## config.mk

```make
export PLATFORM = sky130hd
export DESIGN_NAME = stopwatch_mm_ss_controller
export DESIGN_NICKNAME = d
export VERILOG_FILES = /design/src/rtl/core/swmm_pkg.sv /design/src/rtl/core/stopwatch_mm_ss_controller.sv /design/src/rtl/core/swmm_ctrl.sv /design/src/rtl/core/swmm_emit.sv
export VERILOG_INCLUDE_DIRS = /design/src /design/src/rtl/core
export SDC_FILE = /design/constraint.sdc
export NUM_CORES = 1
export LEC_CHECK = 0
export BUFFER_PORTS_ARGS = -buffer_cell sky130_fd_sc_hd__buf_2
export CORE_MARGIN = 2
export CORE_UTILIZATION = 33
export DETAILED_ROUTE_END_ITERATION = 16
export MAX_ROUTING_LAYER = met4
export PLACE_DENSITY = 0.53
export SLEW_MARGIN = 25
export SYNTH_ARGS = -nofsm -noshare
export SYNTH_HDL_FRONTEND = slang
export SYNTH_SLANG_ARGS = --single-unit
```

## constraint.sdc

```tcl
create_clock -name clk -period 3.8 [get_ports clk]
set_input_delay 0.38 -clock clk [delete_from_list [all_inputs] [get_ports clk]]
set_output_delay 0.38 -clock clk [all_outputs]
set_load 0.005 [all_outputs]
```

## src/rtl/core/assert_macros.svh

```systemverilog
// Assertion macros shared by the stopwatch RTL.
// Each macro expects signals named clk and arst_n in the including scope.
`ifndef ASSERT_MACROS_SVH
`define ASSERT_MACROS_SVH

// Implication checked at every rising edge, switched off while reset is held.
`define SWMM_ASSERT_IMP(lbl, ante, cons, msg) \
	lbl: assert property (@(posedge clk) disable iff (!arst_n) (ante) |-> (cons)) else $error(msg);

// Implication whose consequence is checked in the cycle after the antecedent.
`define SWMM_ASSERT_NEXT(lbl, ante, cons, msg) \
	lbl: assert property (@(posedge clk) disable iff (!arst_n) (ante) |=> (cons)) else $error(msg);

`endif

```

## src/rtl/core/swmm_pkg.sv

```systemverilog
// Types, command targets and digit helpers for the mm:ss stopwatch.
// No dependencies; used by every module of the block.
`timescale 1ns / 1ps
`default_nettype none
package swmm_pkg;

	localparam int unsigned TPS_W = 10;
	localparam int unsigned CNT_W = 6;
	localparam int unsigned NUM_SLOTS = 8;
	localparam int unsigned SLOT_W = 3;

	localparam logic [TPS_W-1:0] TPS_RESET = 10'd60;
	localparam logic [CNT_W-1:0] UNITS_PER_WRAP = 6'd60;

	localparam logic [2:0] TGT_CLEAR  = 3'd0;
	localparam logic [2:0] TGT_LED1   = 3'd1;
	localparam logic [2:0] TGT_LED3   = 3'd2;
	localparam logic [2:0] TGT_LED4   = 3'd3;
	localparam logic [2:0] TGT_DIGIT0 = 3'd4;

	// Slot positions in the per-tick command list, in emission order.
	localparam logic [SLOT_W-1:0] SLOT_BLINK3 = 3'd0;
	localparam logic [SLOT_W-1:0] SLOT_BLINK4 = 3'd1;
	localparam logic [SLOT_W-1:0] SLOT_BTN0   = 3'd2;
	localparam logic [SLOT_W-1:0] SLOT_BTN1   = 3'd3;

	typedef struct packed {
		logic reset_button;
		logic pause_button;
		logic start_button;
	} in_item_t;

	typedef struct packed {
		logic [2:0] command_target;
		logic [3:0] digit_value;
		logic       switch_on;
		logic       last_command;
	} out_item_t;

	// Everything one tick needs to produce its commands.
	typedef struct packed {
		logic [NUM_SLOTS-1:0] slots;
		logic                 blink_led3;
		logic                 btn_reset;
		logic [3:0][3:0]      digits;
	} cmd_bundle_t;

	function automatic logic [3:0] tens_of(input logic [CNT_W-1:0] v);
		logic [3:0] t;
		t = 4'd0;
		if (v >= 6'd10) t = 4'd1;
		if (v >= 6'd20) t = 4'd2;
		if (v >= 6'd30) t = 4'd3;
		if (v >= 6'd40) t = 4'd4;
		if (v >= 6'd50) t = 4'd5;
		if (v >= 6'd60) t = 4'd6;
		return t;
	endfunction

	function automatic logic [3:0] ones_of(input logic [CNT_W-1:0] v);
		logic [CNT_W-1:0] r;
		r = v - (CNT_W'(tens_of(v)) * CNT_W'(10));
		return r[3:0];
	endfunction

endpackage
`default_nettype wire

```

## src/rtl/core/stopwatch_mm_ss_controller.sv

```systemverilog
// The first command of a tick is offered in the cycle after the tick is accepted.
// A tick with k commands (k up to 8) emits one command per cycle while out_ready is high;
// a tick with no command loads nothing. The next tick is taken in the cycle its
// predecessor's final command leaves, set by the single command register.
// Reset (arst_n, asynchronous): state clears, rate returns to 60, no command pending.
`timescale 1ns / 1ps
`default_nettype none
`include "assert_macros.svh"
module stopwatch_mm_ss_controller (
	input  wire logic           clk,
	input  wire logic           arst_n,
	input  wire logic           in_valid,
	output logic                in_ready,
	input  wire swmm_pkg::in_item_t in_item,
	output logic                out_valid,
	input  wire logic           out_ready,
	output swmm_pkg::out_item_t out_item,
	input  wire logic           cfg_we,
	input  wire logic [9:0]     cfg_wdata
);
	import swmm_pkg::*;

	cmd_bundle_t bundle;
	logic        accept;
	logic        free;

	assign in_ready = free;
	assign accept   = in_valid && in_ready;

	swmm_ctrl u_ctrl (
		.clk       (clk),
		.arst_n    (arst_n),
		.cfg_we    (cfg_we),
		.cfg_wdata (cfg_wdata),
		.accept    (accept),
		.in_item   (in_item),
		.bundle    (bundle)
	);

	swmm_emit u_emit (
		.clk       (clk),
		.arst_n    (arst_n),
		.load      (accept && (|bundle.slots)),
		.bundle    (bundle),
		.out_valid (out_valid),
		.out_ready (out_ready),
		.out_item  (out_item),
		.free      (free)
	);

	`SWMM_ASSERT_NEXT(a_more_follow,
		out_valid && out_ready && !out_item.last_command, out_valid,
		"command list ended without a last marker")
	`SWMM_ASSERT_IMP(a_led_no_digit,
		out_valid && (out_item.command_target < TGT_DIGIT0), out_item.digit_value == 4'd0,
		"non-digit command carries a digit")
	`SWMM_ASSERT_IMP(a_digit_range, out_valid, out_item.digit_value <= 4'd9,
		"digit value out of decimal range")

endmodule
`default_nettype wire

```

## src/rtl/core/swmm_ctrl.sv

```systemverilog
// Stopwatch state, rate register and per-tick command bundle generation.
// Depends on swmm_pkg.
`timescale 1ns / 1ps
`default_nettype none
module swmm_ctrl (
	input  wire logic                       clk,
	input  wire logic                       arst_n,
	input  wire logic                       cfg_we,
	input  wire logic [9:0]                 cfg_wdata,
	input  wire logic                       accept,
	input  wire swmm_pkg::in_item_t         in_item,
	output swmm_pkg::cmd_bundle_t           bundle
);
	import swmm_pkg::*;

	logic [TPS_W-1:0] tps_q;
	logic [TPS_W-1:0] tick_phase_q, run_phase_q;
	logic [CNT_W-1:0] seconds_q, minutes_q;
	logic             started_q, paused_q, blink_sel_q;

	logic [TPS_W-1:0] tick_phase_d, run_phase_d;
	logic [CNT_W-1:0] seconds_d, minutes_d;
	logic             started_d, paused_d, blink_sel_d;

	logic [TPS_W-1:0] rate;
	logic [TPS_W-1:0] tick_inc, run_inc;
	logic             tick_fire, run_fire, blink;

	assign rate     = (tps_q == '0) ? TPS_W'(1) : tps_q;
	assign tick_inc = tick_phase_q + TPS_W'(1);
	assign run_inc  = run_phase_q + TPS_W'(1);
	assign tick_fire = tick_inc >= rate;
	assign blink     = tick_fire && paused_q;

	always_comb begin
		tick_phase_d = tick_fire ? '0 : tick_inc;
		run_phase_d  = run_phase_q;
		seconds_d    = seconds_q;
		minutes_d    = minutes_q;
		started_d    = started_q;
		paused_d     = paused_q;
		blink_sel_d  = blink ? !blink_sel_q : blink_sel_q;
		run_fire     = 1'b0;
		bundle       = '0;

		bundle.slots[SLOT_BLINK3] = blink;
		bundle.slots[SLOT_BLINK4] = blink;
		bundle.blink_led3         = blink_sel_q;

		if (in_item.reset_button) begin
			tick_phase_d = '0;
			run_phase_d  = '0;
			seconds_d    = '0;
			minutes_d    = '0;
			started_d    = 1'b0;
			paused_d     = 1'b0;
			blink_sel_d  = 1'b1;
			bundle.btn_reset        = 1'b1;
			bundle.slots[SLOT_BTN0] = 1'b1;
			bundle.slots[SLOT_BTN1] = 1'b1;
		end else if (in_item.pause_button) begin
			if (paused_q) begin
				paused_d = 1'b0;
				bundle.slots[SLOT_BTN0] = 1'b1;
				bundle.slots[SLOT_BTN1] = 1'b1;
			end else if (started_q) begin
				paused_d    = 1'b1;
				blink_sel_d = 1'b1;
			end
		end else if (in_item.start_button) begin
			if (!started_q) begin
				started_d = 1'b1;
				paused_d  = 1'b0;
				bundle.slots[SLOT_BTN0] = 1'b1;
				bundle.slots[SLOT_BTN1] = 1'b1;
			end
		end

		// Counting sees the state left by the buttons on this same tick.
		if (started_d && !paused_d) begin
			run_fire    = run_inc >= rate;
			run_phase_d = run_fire ? '0 : run_inc;
			if (run_fire) begin
				seconds_d = seconds_q + CNT_W'(1);
				if (seconds_d >= UNITS_PER_WRAP) begin
					seconds_d = '0;
					minutes_d = minutes_q + CNT_W'(1);
				end
				if (minutes_d >= UNITS_PER_WRAP) minutes_d = '0;
			end
		end

		bundle.slots[NUM_SLOTS-1:4] = {4{run_fire}};
		bundle.digits[0] = tens_of(minutes_d);
		bundle.digits[1] = ones_of(minutes_d);
		bundle.digits[2] = tens_of(seconds_d);
		bundle.digits[3] = ones_of(seconds_d);
	end

	always_ff @(posedge clk or negedge arst_n) begin
		if (!arst_n) begin
			tps_q <= TPS_RESET;
		end else if (cfg_we) begin
			tps_q <= cfg_wdata;
		end
	end

	always_ff @(posedge clk or negedge arst_n) begin
		if (!arst_n) begin
			tick_phase_q <= '0;
			run_phase_q  <= '0;
			seconds_q    <= '0;
			minutes_q    <= '0;
			started_q    <= 1'b0;
			paused_q     <= 1'b0;
			blink_sel_q  <= 1'b1;
		end else if (accept) begin
			tick_phase_q <= tick_phase_d;
			run_phase_q  <= run_phase_d;
			seconds_q    <= seconds_d;
			minutes_q    <= minutes_d;
			started_q    <= started_d;
			paused_q     <= paused_d;
			blink_sel_q  <= blink_sel_d;
		end
	end

endmodule
`default_nettype wire

```

## src/rtl/core/swmm_emit.sv

```systemverilog
// Command serialiser: holds one tick's bundle and emits its commands in order.
// Depends on swmm_pkg.
`timescale 1ns / 1ps
`default_nettype none
module swmm_emit (
	input  wire logic                 clk,
	input  wire logic                 arst_n,
	input  wire logic                 load,
	input  wire swmm_pkg::cmd_bundle_t bundle,
	output logic                      out_valid,
	input  wire logic                 out_ready,
	output swmm_pkg::out_item_t       out_item,
	output logic                      free
);
	import swmm_pkg::*;

	logic [NUM_SLOTS-1:0] pend_q;
	cmd_bundle_t          bundle_q;
	logic [NUM_SLOTS-1:0] low_bit;
	logic [SLOT_W-1:0]    idx;
	logic                 last;

	assign low_bit   = pend_q & (~pend_q + NUM_SLOTS'(1));
	assign last      = (pend_q & ~low_bit) == '0;
	assign out_valid = |pend_q;
	// The bundle register is free when empty or when its final command leaves now.
	assign free      = !out_valid || (out_ready && last);

	always_comb begin
		idx = '0;
		for (int i = NUM_SLOTS - 1; i >= 0; i--) begin
			if (pend_q[i]) idx = SLOT_W'(i);
		end
	end

	always_comb begin
		out_item              = '0;
		out_item.last_command = last;
		case (idx)
			SLOT_BLINK3: begin
				out_item.command_target = TGT_LED3;
				out_item.switch_on      = bundle_q.blink_led3;
			end
			SLOT_BLINK4: begin
				out_item.command_target = TGT_LED4;
				out_item.switch_on      = !bundle_q.blink_led3;
			end
			SLOT_BTN0: begin
				out_item.command_target = bundle_q.btn_reset ? TGT_CLEAR : TGT_LED3;
				out_item.switch_on      = !bundle_q.btn_reset;
			end
			SLOT_BTN1: begin
				out_item.command_target = bundle_q.btn_reset ? TGT_LED1 : TGT_LED4;
				out_item.switch_on      = 1'b1;
			end
			default: begin
				out_item.command_target = TGT_DIGIT0 + {1'b0, idx[1:0]};
				out_item.digit_value    = bundle_q.digits[idx[1:0]];
				out_item.switch_on      = 1'b1;
			end
		endcase
	end

	always_ff @(posedge clk or negedge arst_n) begin
		if (!arst_n) begin
			pend_q <= '0;
		end else if (load) begin
			pend_q <= bundle.slots;
		end else if (out_valid && out_ready) begin
			pend_q <= pend_q & ~low_bit;
		end
	end

	always_ff @(posedge clk) begin
		if (load) begin
			bundle_q <= bundle;
		end
	end

endmodule
`default_nettype wire

```

==> results of run 1 <==
## cell usage after synthesis (10+ instances only)
library cell | count | area (sq um)
nand2_1 | 52 | 195
dfrtp_1 | 48 | 1200
o21ai_0 | 45 | 225
nor2_1 | 29 | 109
inv_1 | 28 | 105
ha_1 | 26 | 325
a21oi_1 | 23 | 115
nand3_1 | 20 | 100
a32o_1 | 16 | 160
clkbuf_1 | 16 | 60.1
edfxtp_1 | 16 | 480
xnor2_1 | 12 | 105
xor2_1 | 11 | 96.3
nor3_1 | 10 | 50.1
## registers in the layout, summed over array words and instances, names as in the netlist
register and count:
u_ctrl.minutes_q 6, u_emit.bundle_q 16, u_ctrl.tps_q 10, u_ctrl.run_phase_q 10
u_ctrl.seconds_q 6, u_ctrl.paused_q 1, u_emit.pend_q 8, u_ctrl.started_q 1
u_ctrl.tick_phase_q 10, u_ctrl.blink_sel_q 1
## final cells by class
type	instances	share of cell area, %
clock buffer	11	4.18
sequential	69	30.0
tap	180	3.73
inverter	29	1.88
clock inverter	5	0.952
timing repair buffer	104	12.0
multi-input combinational	372	47.2
## cell usage in the layout, fill, tap and decap left out, types with 8 or more instances in the layout
cell and n:
edfxtp_1 16, o21ai_0 42, nand2_1 50, a21o_1 8, nor3_1 9, buf_2 28, xnor2_1 9, dfrtp_1 48
ha_1 23, xor2_1 11, nor2_1 27, a21oi_1 21, a32o_1 16, clkbuf_16 9, nand3_1 15, buf_4 72
inv_1 26
## how the worst max path moves through the flow
| stage | slack (ns) | start | cells past startpoint | endpoint |
|---|---|---|---|---|
| 6_report | -0.39 | u_ctrl.run_phase_q[0] | 20 | u_emit.bundle_q[14] |
| 5_1_grt | -0.56 | u_ctrl.run_phase_q[0] | 20 | u_emit.bundle_q[14] |
| 2_1_floorplan | -0.22 | u_ctrl.run_phase_q[2] | 19 | u_emit.bundle_q[7] |
| 3_5_place_dp | -0.43 | u_ctrl.run_phase_q[4] | 18 | u_emit.bundle_q[14] |
| 4_1_cts | -0.32 | u_ctrl.run_phase_q[1] | 18 | u_emit.bundle_q[7] |
| 3_3_place_gp | -0.35 | u_ctrl.run_phase_q[4] | 18 | u_emit.bundle_q[15] |
## routing by layer
metal / share of wire, % / track usage [%]
met2: 49 / 27.2
met1: 47 / 20.7
met4: 1.4 / 6.25
met5: 0 / -
met3: 2.9 / 3.25
## timing repair
action	CTS	global route
gates resized for setup	32	13
pin swaps	21	19
endpoints found under the setup margin	6	9
hold endpoints to repair	0	0
buffers inserted	9	10
## report_power, final
part           switching (mW)  internal [mW]
combinational           0.439          0.354
clock                   0.329          0.545
sequential              0.105          0.855
total                   0.873           1.75
## worst max-delay path, stage by stage (launching register included)
cell and delay [ns]:
dfrtp_1 0.41, ha_4 0.15, and3_4 0.21, nand3_4 0.08
xnor2_2 0.15, ha_1 0.31, and4_1 0.22, buf_4 0.13
a21oi_2 0.20, o221a_2 0.29, buf_4 0.14, a2111oi_4 0.04
buf_4 0.15, a31oi_4 0.26, nand2b_4 0.20, o22ai_2 0.07
a31oi_1 0.15, o21ai_1 0.11, ha_2 0.19, inv_2 0.05
fa_2 0.42
## cells by family after synthesis
family	after synthesis
xor gates and xnor gates	23
DFF	69
and+or+nand+nor	167
muxes	8
adders and majority gates	31
AOI/OAI and AO/OA	143
buffers and inverters	52
## through the flow
| step | util [%] | hold slack [ns] | instances |
|---|---|---|---|
| 2_1_floorplan | - | 0.0844 | 493 |
| 3_3_place_gp | 39.0 | 0.394 | 735 |
| 3_5_place_dp | 39.0 | 0.404 | 735 |
| 4_1_cts | 42.8 | 0.0270 | 760 |
| 5_1_grt | 43.9 | 0.0463 | 770 |
| 6_report | 43.9 | 0.0139 | 770 |
==> out/qor.csv, run 1 <==
metric;value;unit
num_rows;43;
hold_violations;0;
hold_buffers;0;
stdcell_area;0.00604;sq mm
fin_skew;0.00720;ns
synth_simple_gate_area_share;18.4;%
synthXorXnorAreaFrac;4.36;%
track_usage;16.7;%
grt_pass1_wl;19.0;mm
crit_type;flip-flop to flip-flop;
synth_fa_ha_area_share;8.55;%
seqCellArea;0.00181;sq mm
start_util;33.6;%
setup_viol;5;
fin_crit_sh;110;%
regToRegSetupSlack;-0.39;ns
yosysWarnings;0;
p_leak;2.74;nW
synthMuxAreaShare;2.68;%
synth_top_family_by_area;compound AO/OA/AOI/OAI gates;
synth_compound_area_share;21.9;%
r2r_cells;20;
vias_per_cell;5.23;
rr_startpoint;u_ctrl.run_phase_q[0];
finalCriticalPeriod;4.19;ns
wl_per_cell;15.1;um
holdCritPathClass;input port to async pin;
cts_sinks;69;
cts_made_buffers;9;
routed_wirelength;11.6;mm
synth_seq_cells;69;
max_freq;0.239;GHz
syn_nets;539;
ys_types;76;
status;complete, but fails checks;
ys_async_sr_fraction;76.8;%
grt_max_degree;32;
finalNetCount;631;
syn_area_per_cell;9.38;sq um
port_buffers;28;
clock_latency;0.34;ns
ant_nets;0;
netlist_area;0.00462;sq mm
drt_iter0_drc;186;
irDropWorstVdd;0.189;mV
gp_congestion;0.827;
synth-edff-count;16;
grt_remaining_overflow;0;
setup_tns;-1.39;ns
multiInputGateArea;0.00286;sq mm
total_power;2.63;mW
route.detailed.drc;0;
ctsRootBufferMaster;clkbuf_16;
tightest_slew;0.789;ns
cp_max_fo;6;
layout-drive-gt1-share;32.7;%
slew_violations;0;
synthCells;493;
io_pins;29;
core_area;0.0138;sq mm
place_hpwl;8.53;mm
grt_pass1_vias;3984;
power_density;435;mW/mm^2
fill_cells;1359;
die_h;122;um
rsz0062_at_grt;true;
die_w;122;um
htree_num_levels;3;
insertedDiodeCount;0;
cts.path.max_buffers;2;
post_dp_cell_area;0.00537;sq mm
syn_to_final_growth;30.7;%
cts_tree;built;
die-area;0.0150;sq mm
cap_violations;0;
r2r-end;u_emit.bundle_q[14];
worstPathRequired;3.88;ns
cp-start-kind;flip-flop;
failed_checks;setup timing;
dr.pass1.iters;4;
setup_ws;-0.392;ns
vias;4027;
antenna_found_initial;0;
seq_area_frac_synth;39.2;%
clk_pin_slew_worst_paths;0.06;ns
relSlewSlack;47.1;%
critPathArrivalTime;4.27;ns
ys.flop_type;dfrtp_1;
place_ws;-0.427;ns
cp-end-kind;flip-flop;
Power figures use the tool's default switching activity.
==> run 2, diff against run 1 <==
--- a/config.mk
+++ b/config.mk
@@ -11,7 +11,6 @@
 export CORE_UTILIZATION = 33
 export DETAILED_ROUTE_END_ITERATION = 16
 export MAX_ROUTING_LAYER = met4
-export PLACE_DENSITY = 0.53
 export SLEW_MARGIN = 25
 export SYNTH_ARGS = -nofsm -noshare
 export SYNTH_HDL_FRONTEND = slang
==> constraint.sdc (replaced) <==
create_clock -name clk -period 3.4 [get_ports clk]
set_input_delay 0.34 -clock clk [delete_from_list [all_inputs] [get_ports clk]]
set_output_delay 0.34 -clock clk [all_outputs]
set_load 0.005 [all_outputs]
==> run 2 against run 1 <==
Net effect: the flow finishes with violations (hold timing, setup timing); non-clock buffer count grew 9; flip-flop and latch count is the same; setup slack lost 0.40 ns; hold slack lost 0.015 ns; routed wire length grew 3.4%; largest cell class unchanged; register-to-register slack lost 0.40 ns; cell count grew 1.2%; clock skew grew 0.0012 ns; global-route usage grew 0.73 points; first-iteration DRC count grew 22%; clock-buffer cell count shrank 2.
==> out/qor.csv, run 2 (same netlist as run 1, synthesis figures left out) <==
metric;value;unit
whs;-0.00112;ns
die_w;122;um
mostFrequentLayoutCell;buf_4;
worstPathRequired;3.49;ns
clk_pin_slew_worst_paths;0.06;ns
seqCellArea;0.00181;sq mm
die_h;122;um
largest_reg_flops;16;
clock_latency;0.34;ns
grt_remaining_overflow;0;
dp_cells;745;
stdcell_count;779;
rsz0062_at_grt;true;
vias_per_cell;5.25;
htree_num_levels;3;
grt_use_met1;21.9;%
vias;4091;
cts_sinks;69;
final_core_utilization;45.3;%
ant_nets;0;
cts_made_buffers;9;
holdCritPathClass;input port to async pin;
grt_pass1_vias;4167;
irDropWorstVdd;0.327;mV
met3_usage;3.62;%
cap_violations;0;
finalNetCount;640;
layout-drive-gt1-share;36.4;%
cp-end-kind;flip-flop;
num_rows;43;
fin_crit_sh;123;%
setup_viol;13;
hold_violations;4;
tightest_slew;0.745;ns
routed_wirelength;12.0;mm
power_density;475;mW/mm^2
setup_tns;-4.73;ns
critPathArrivalTime;4.28;ns
hold_buffers;0;
antenna_found_initial;0;
stdcell_area;0.00624;sq mm
status;complete, but fails checks;
top_register;u_emit.bundle_q;
grt_max_degree;33;
crit_type;flip-flop to flip-flop;
drt_iter0_drc;227;
io_pins;29;
cts_tree;built;
dr.pass1.iters;4;
p_leak;2.81;nW
finalCriticalPeriod;4.19;ns
port_buffers;28;
grt_pass1_wl;19.9;mm
wl_per_cell;15.4;um
die-area;0.0150;sq mm
gp_congestion;0.959;
cts.path.max_buffers;2;
multiInputGateArea;0.00295;sq mm
relSlewSlack;50.0;%
cp_max_fo;5;
fill_cells;1297;
route.detailed.drc;0;
use_met2;28.2;%
insertedDiodeCount;0;
failed_checks;hold timing, setup timing;
fin_skew;0.00844;ns
setup_ws;-0.792;ns
final_cell_mix;buf_4 (72), nand2_1 (48), dfrtp_1 (48);
core_area;0.0138;sq mm
ctsRootBufferMaster;clkbuf_16;
post_dp_cell_area;0.00545;sq mm
place_hpwl;8.64;mm
start_util;33.6;%
top_usage_layer;met2;
track_usage;17.5;%
slew_violations;0;
cp-start-kind;flip-flop;
max_freq;0.239;GHz
syn_to_final_growth;34.9;%
-- run 2: changes by cell type in the layout (fill, tap and decap cells not counted), moves of 2 or more --
cell and change:
clkbuf_8 -2, nand2_1 -2, inv_1 -3, o21ai_0 -2, nand3_2 +2, o21ai_2 +3
nor2_4 +2, clkinv_2 +2, nor2_1 -2, a21oi_1 -2, buf_6 +7, nand2_4 +2
inv_2 +3
-- run 2: what timing repair did --
item                       CTS  global route
gates cloned                 0             1
pin swaps                    6            20
resized for setup           26            54
setup buffers                4            15
setup endpoints to repair   12            30
-- run 2: final cells by class --
| cell class | instances | area share [%] |
|---|---|---|
| multi-input cells | 372 | 47.3 |
| flip-flops and latches | 69 | 29.1 |
| repair buffers | 113 | 13.5 |
| clock buffers | 9 | 3.61 |
| well taps | 180 | 3.61 |
| inverters | 29 | 1.86 |
| clock inverters | 7 | 1.06 |
-- run 2: where the power goes --
part	internal, mW	switching, mW	total [mW]
Sequential	0.955	0.109	1.06
Combinational	0.445	0.529	0.974
Clock	0.563	0.363	0.926
Total	1.96	1.00	2.96
-- run 2: worst paths after layout --
kind	from	to	slack, ns	cells past startpoint
max in group asynchronous	arst_n	u_ctrl.blink_sel_q	2.53	2
worst max register to register	u_ctrl.run_phase_q[0]	u_emit.bundle_q[7]	-0.79	18
worst min-delay path	arst_n	u_ctrl.minutes_q[1]	-0.001	1
min in group clk	cfg_wdata[2]	u_ctrl.tps_q[2]	0.21	3
worst min register to register	u_ctrl.tick_phase_q[9]	u_ctrl.tick_phase_q[9]	0.53	1
worst max-delay path	u_ctrl.run_phase_q[0]	u_emit.bundle_q[7]	-0.79	18
-- run 2: critical path, stage by stage (launching register included) --
cell,delay (ns)
dfrtp_1,0.41
buf_4,0.13
and3_4,0.21
nand3_2,0.10
xnor2_2,0.15
ha_1,0.30
and4_1,0.22
o211ai_1,0.12
o221a_2,0.35
or4_4,0.56
buf_4,0.16
buf_6,0.11
o2bb2ai_4,0.15
nand4_1,0.17
nand3_2,0.14
ha_4,0.13
inv_2,0.03
fa_2,0.32
xor2_1,0.16
-- run 2: metal layers --
metal / share of wire [%] / vias to the layer above
li1: - / 2012
met1: 45 / 1962
met2: 49 / 100
met3: 4.1 / 17
met4: 1.7 / 0
met5: 0 / -
-- run 2: stage by stage --
stage	worst slack [ns]	power, mW
2_1_floorplan	-0.614	1.65
3_3_place_gp	-0.662	1.92
3_5_place_dp	-0.826	1.95
4_1_cts	-0.718	2.93
5_1_grt	-0.933	3.15
6_report	-0.792	2.96
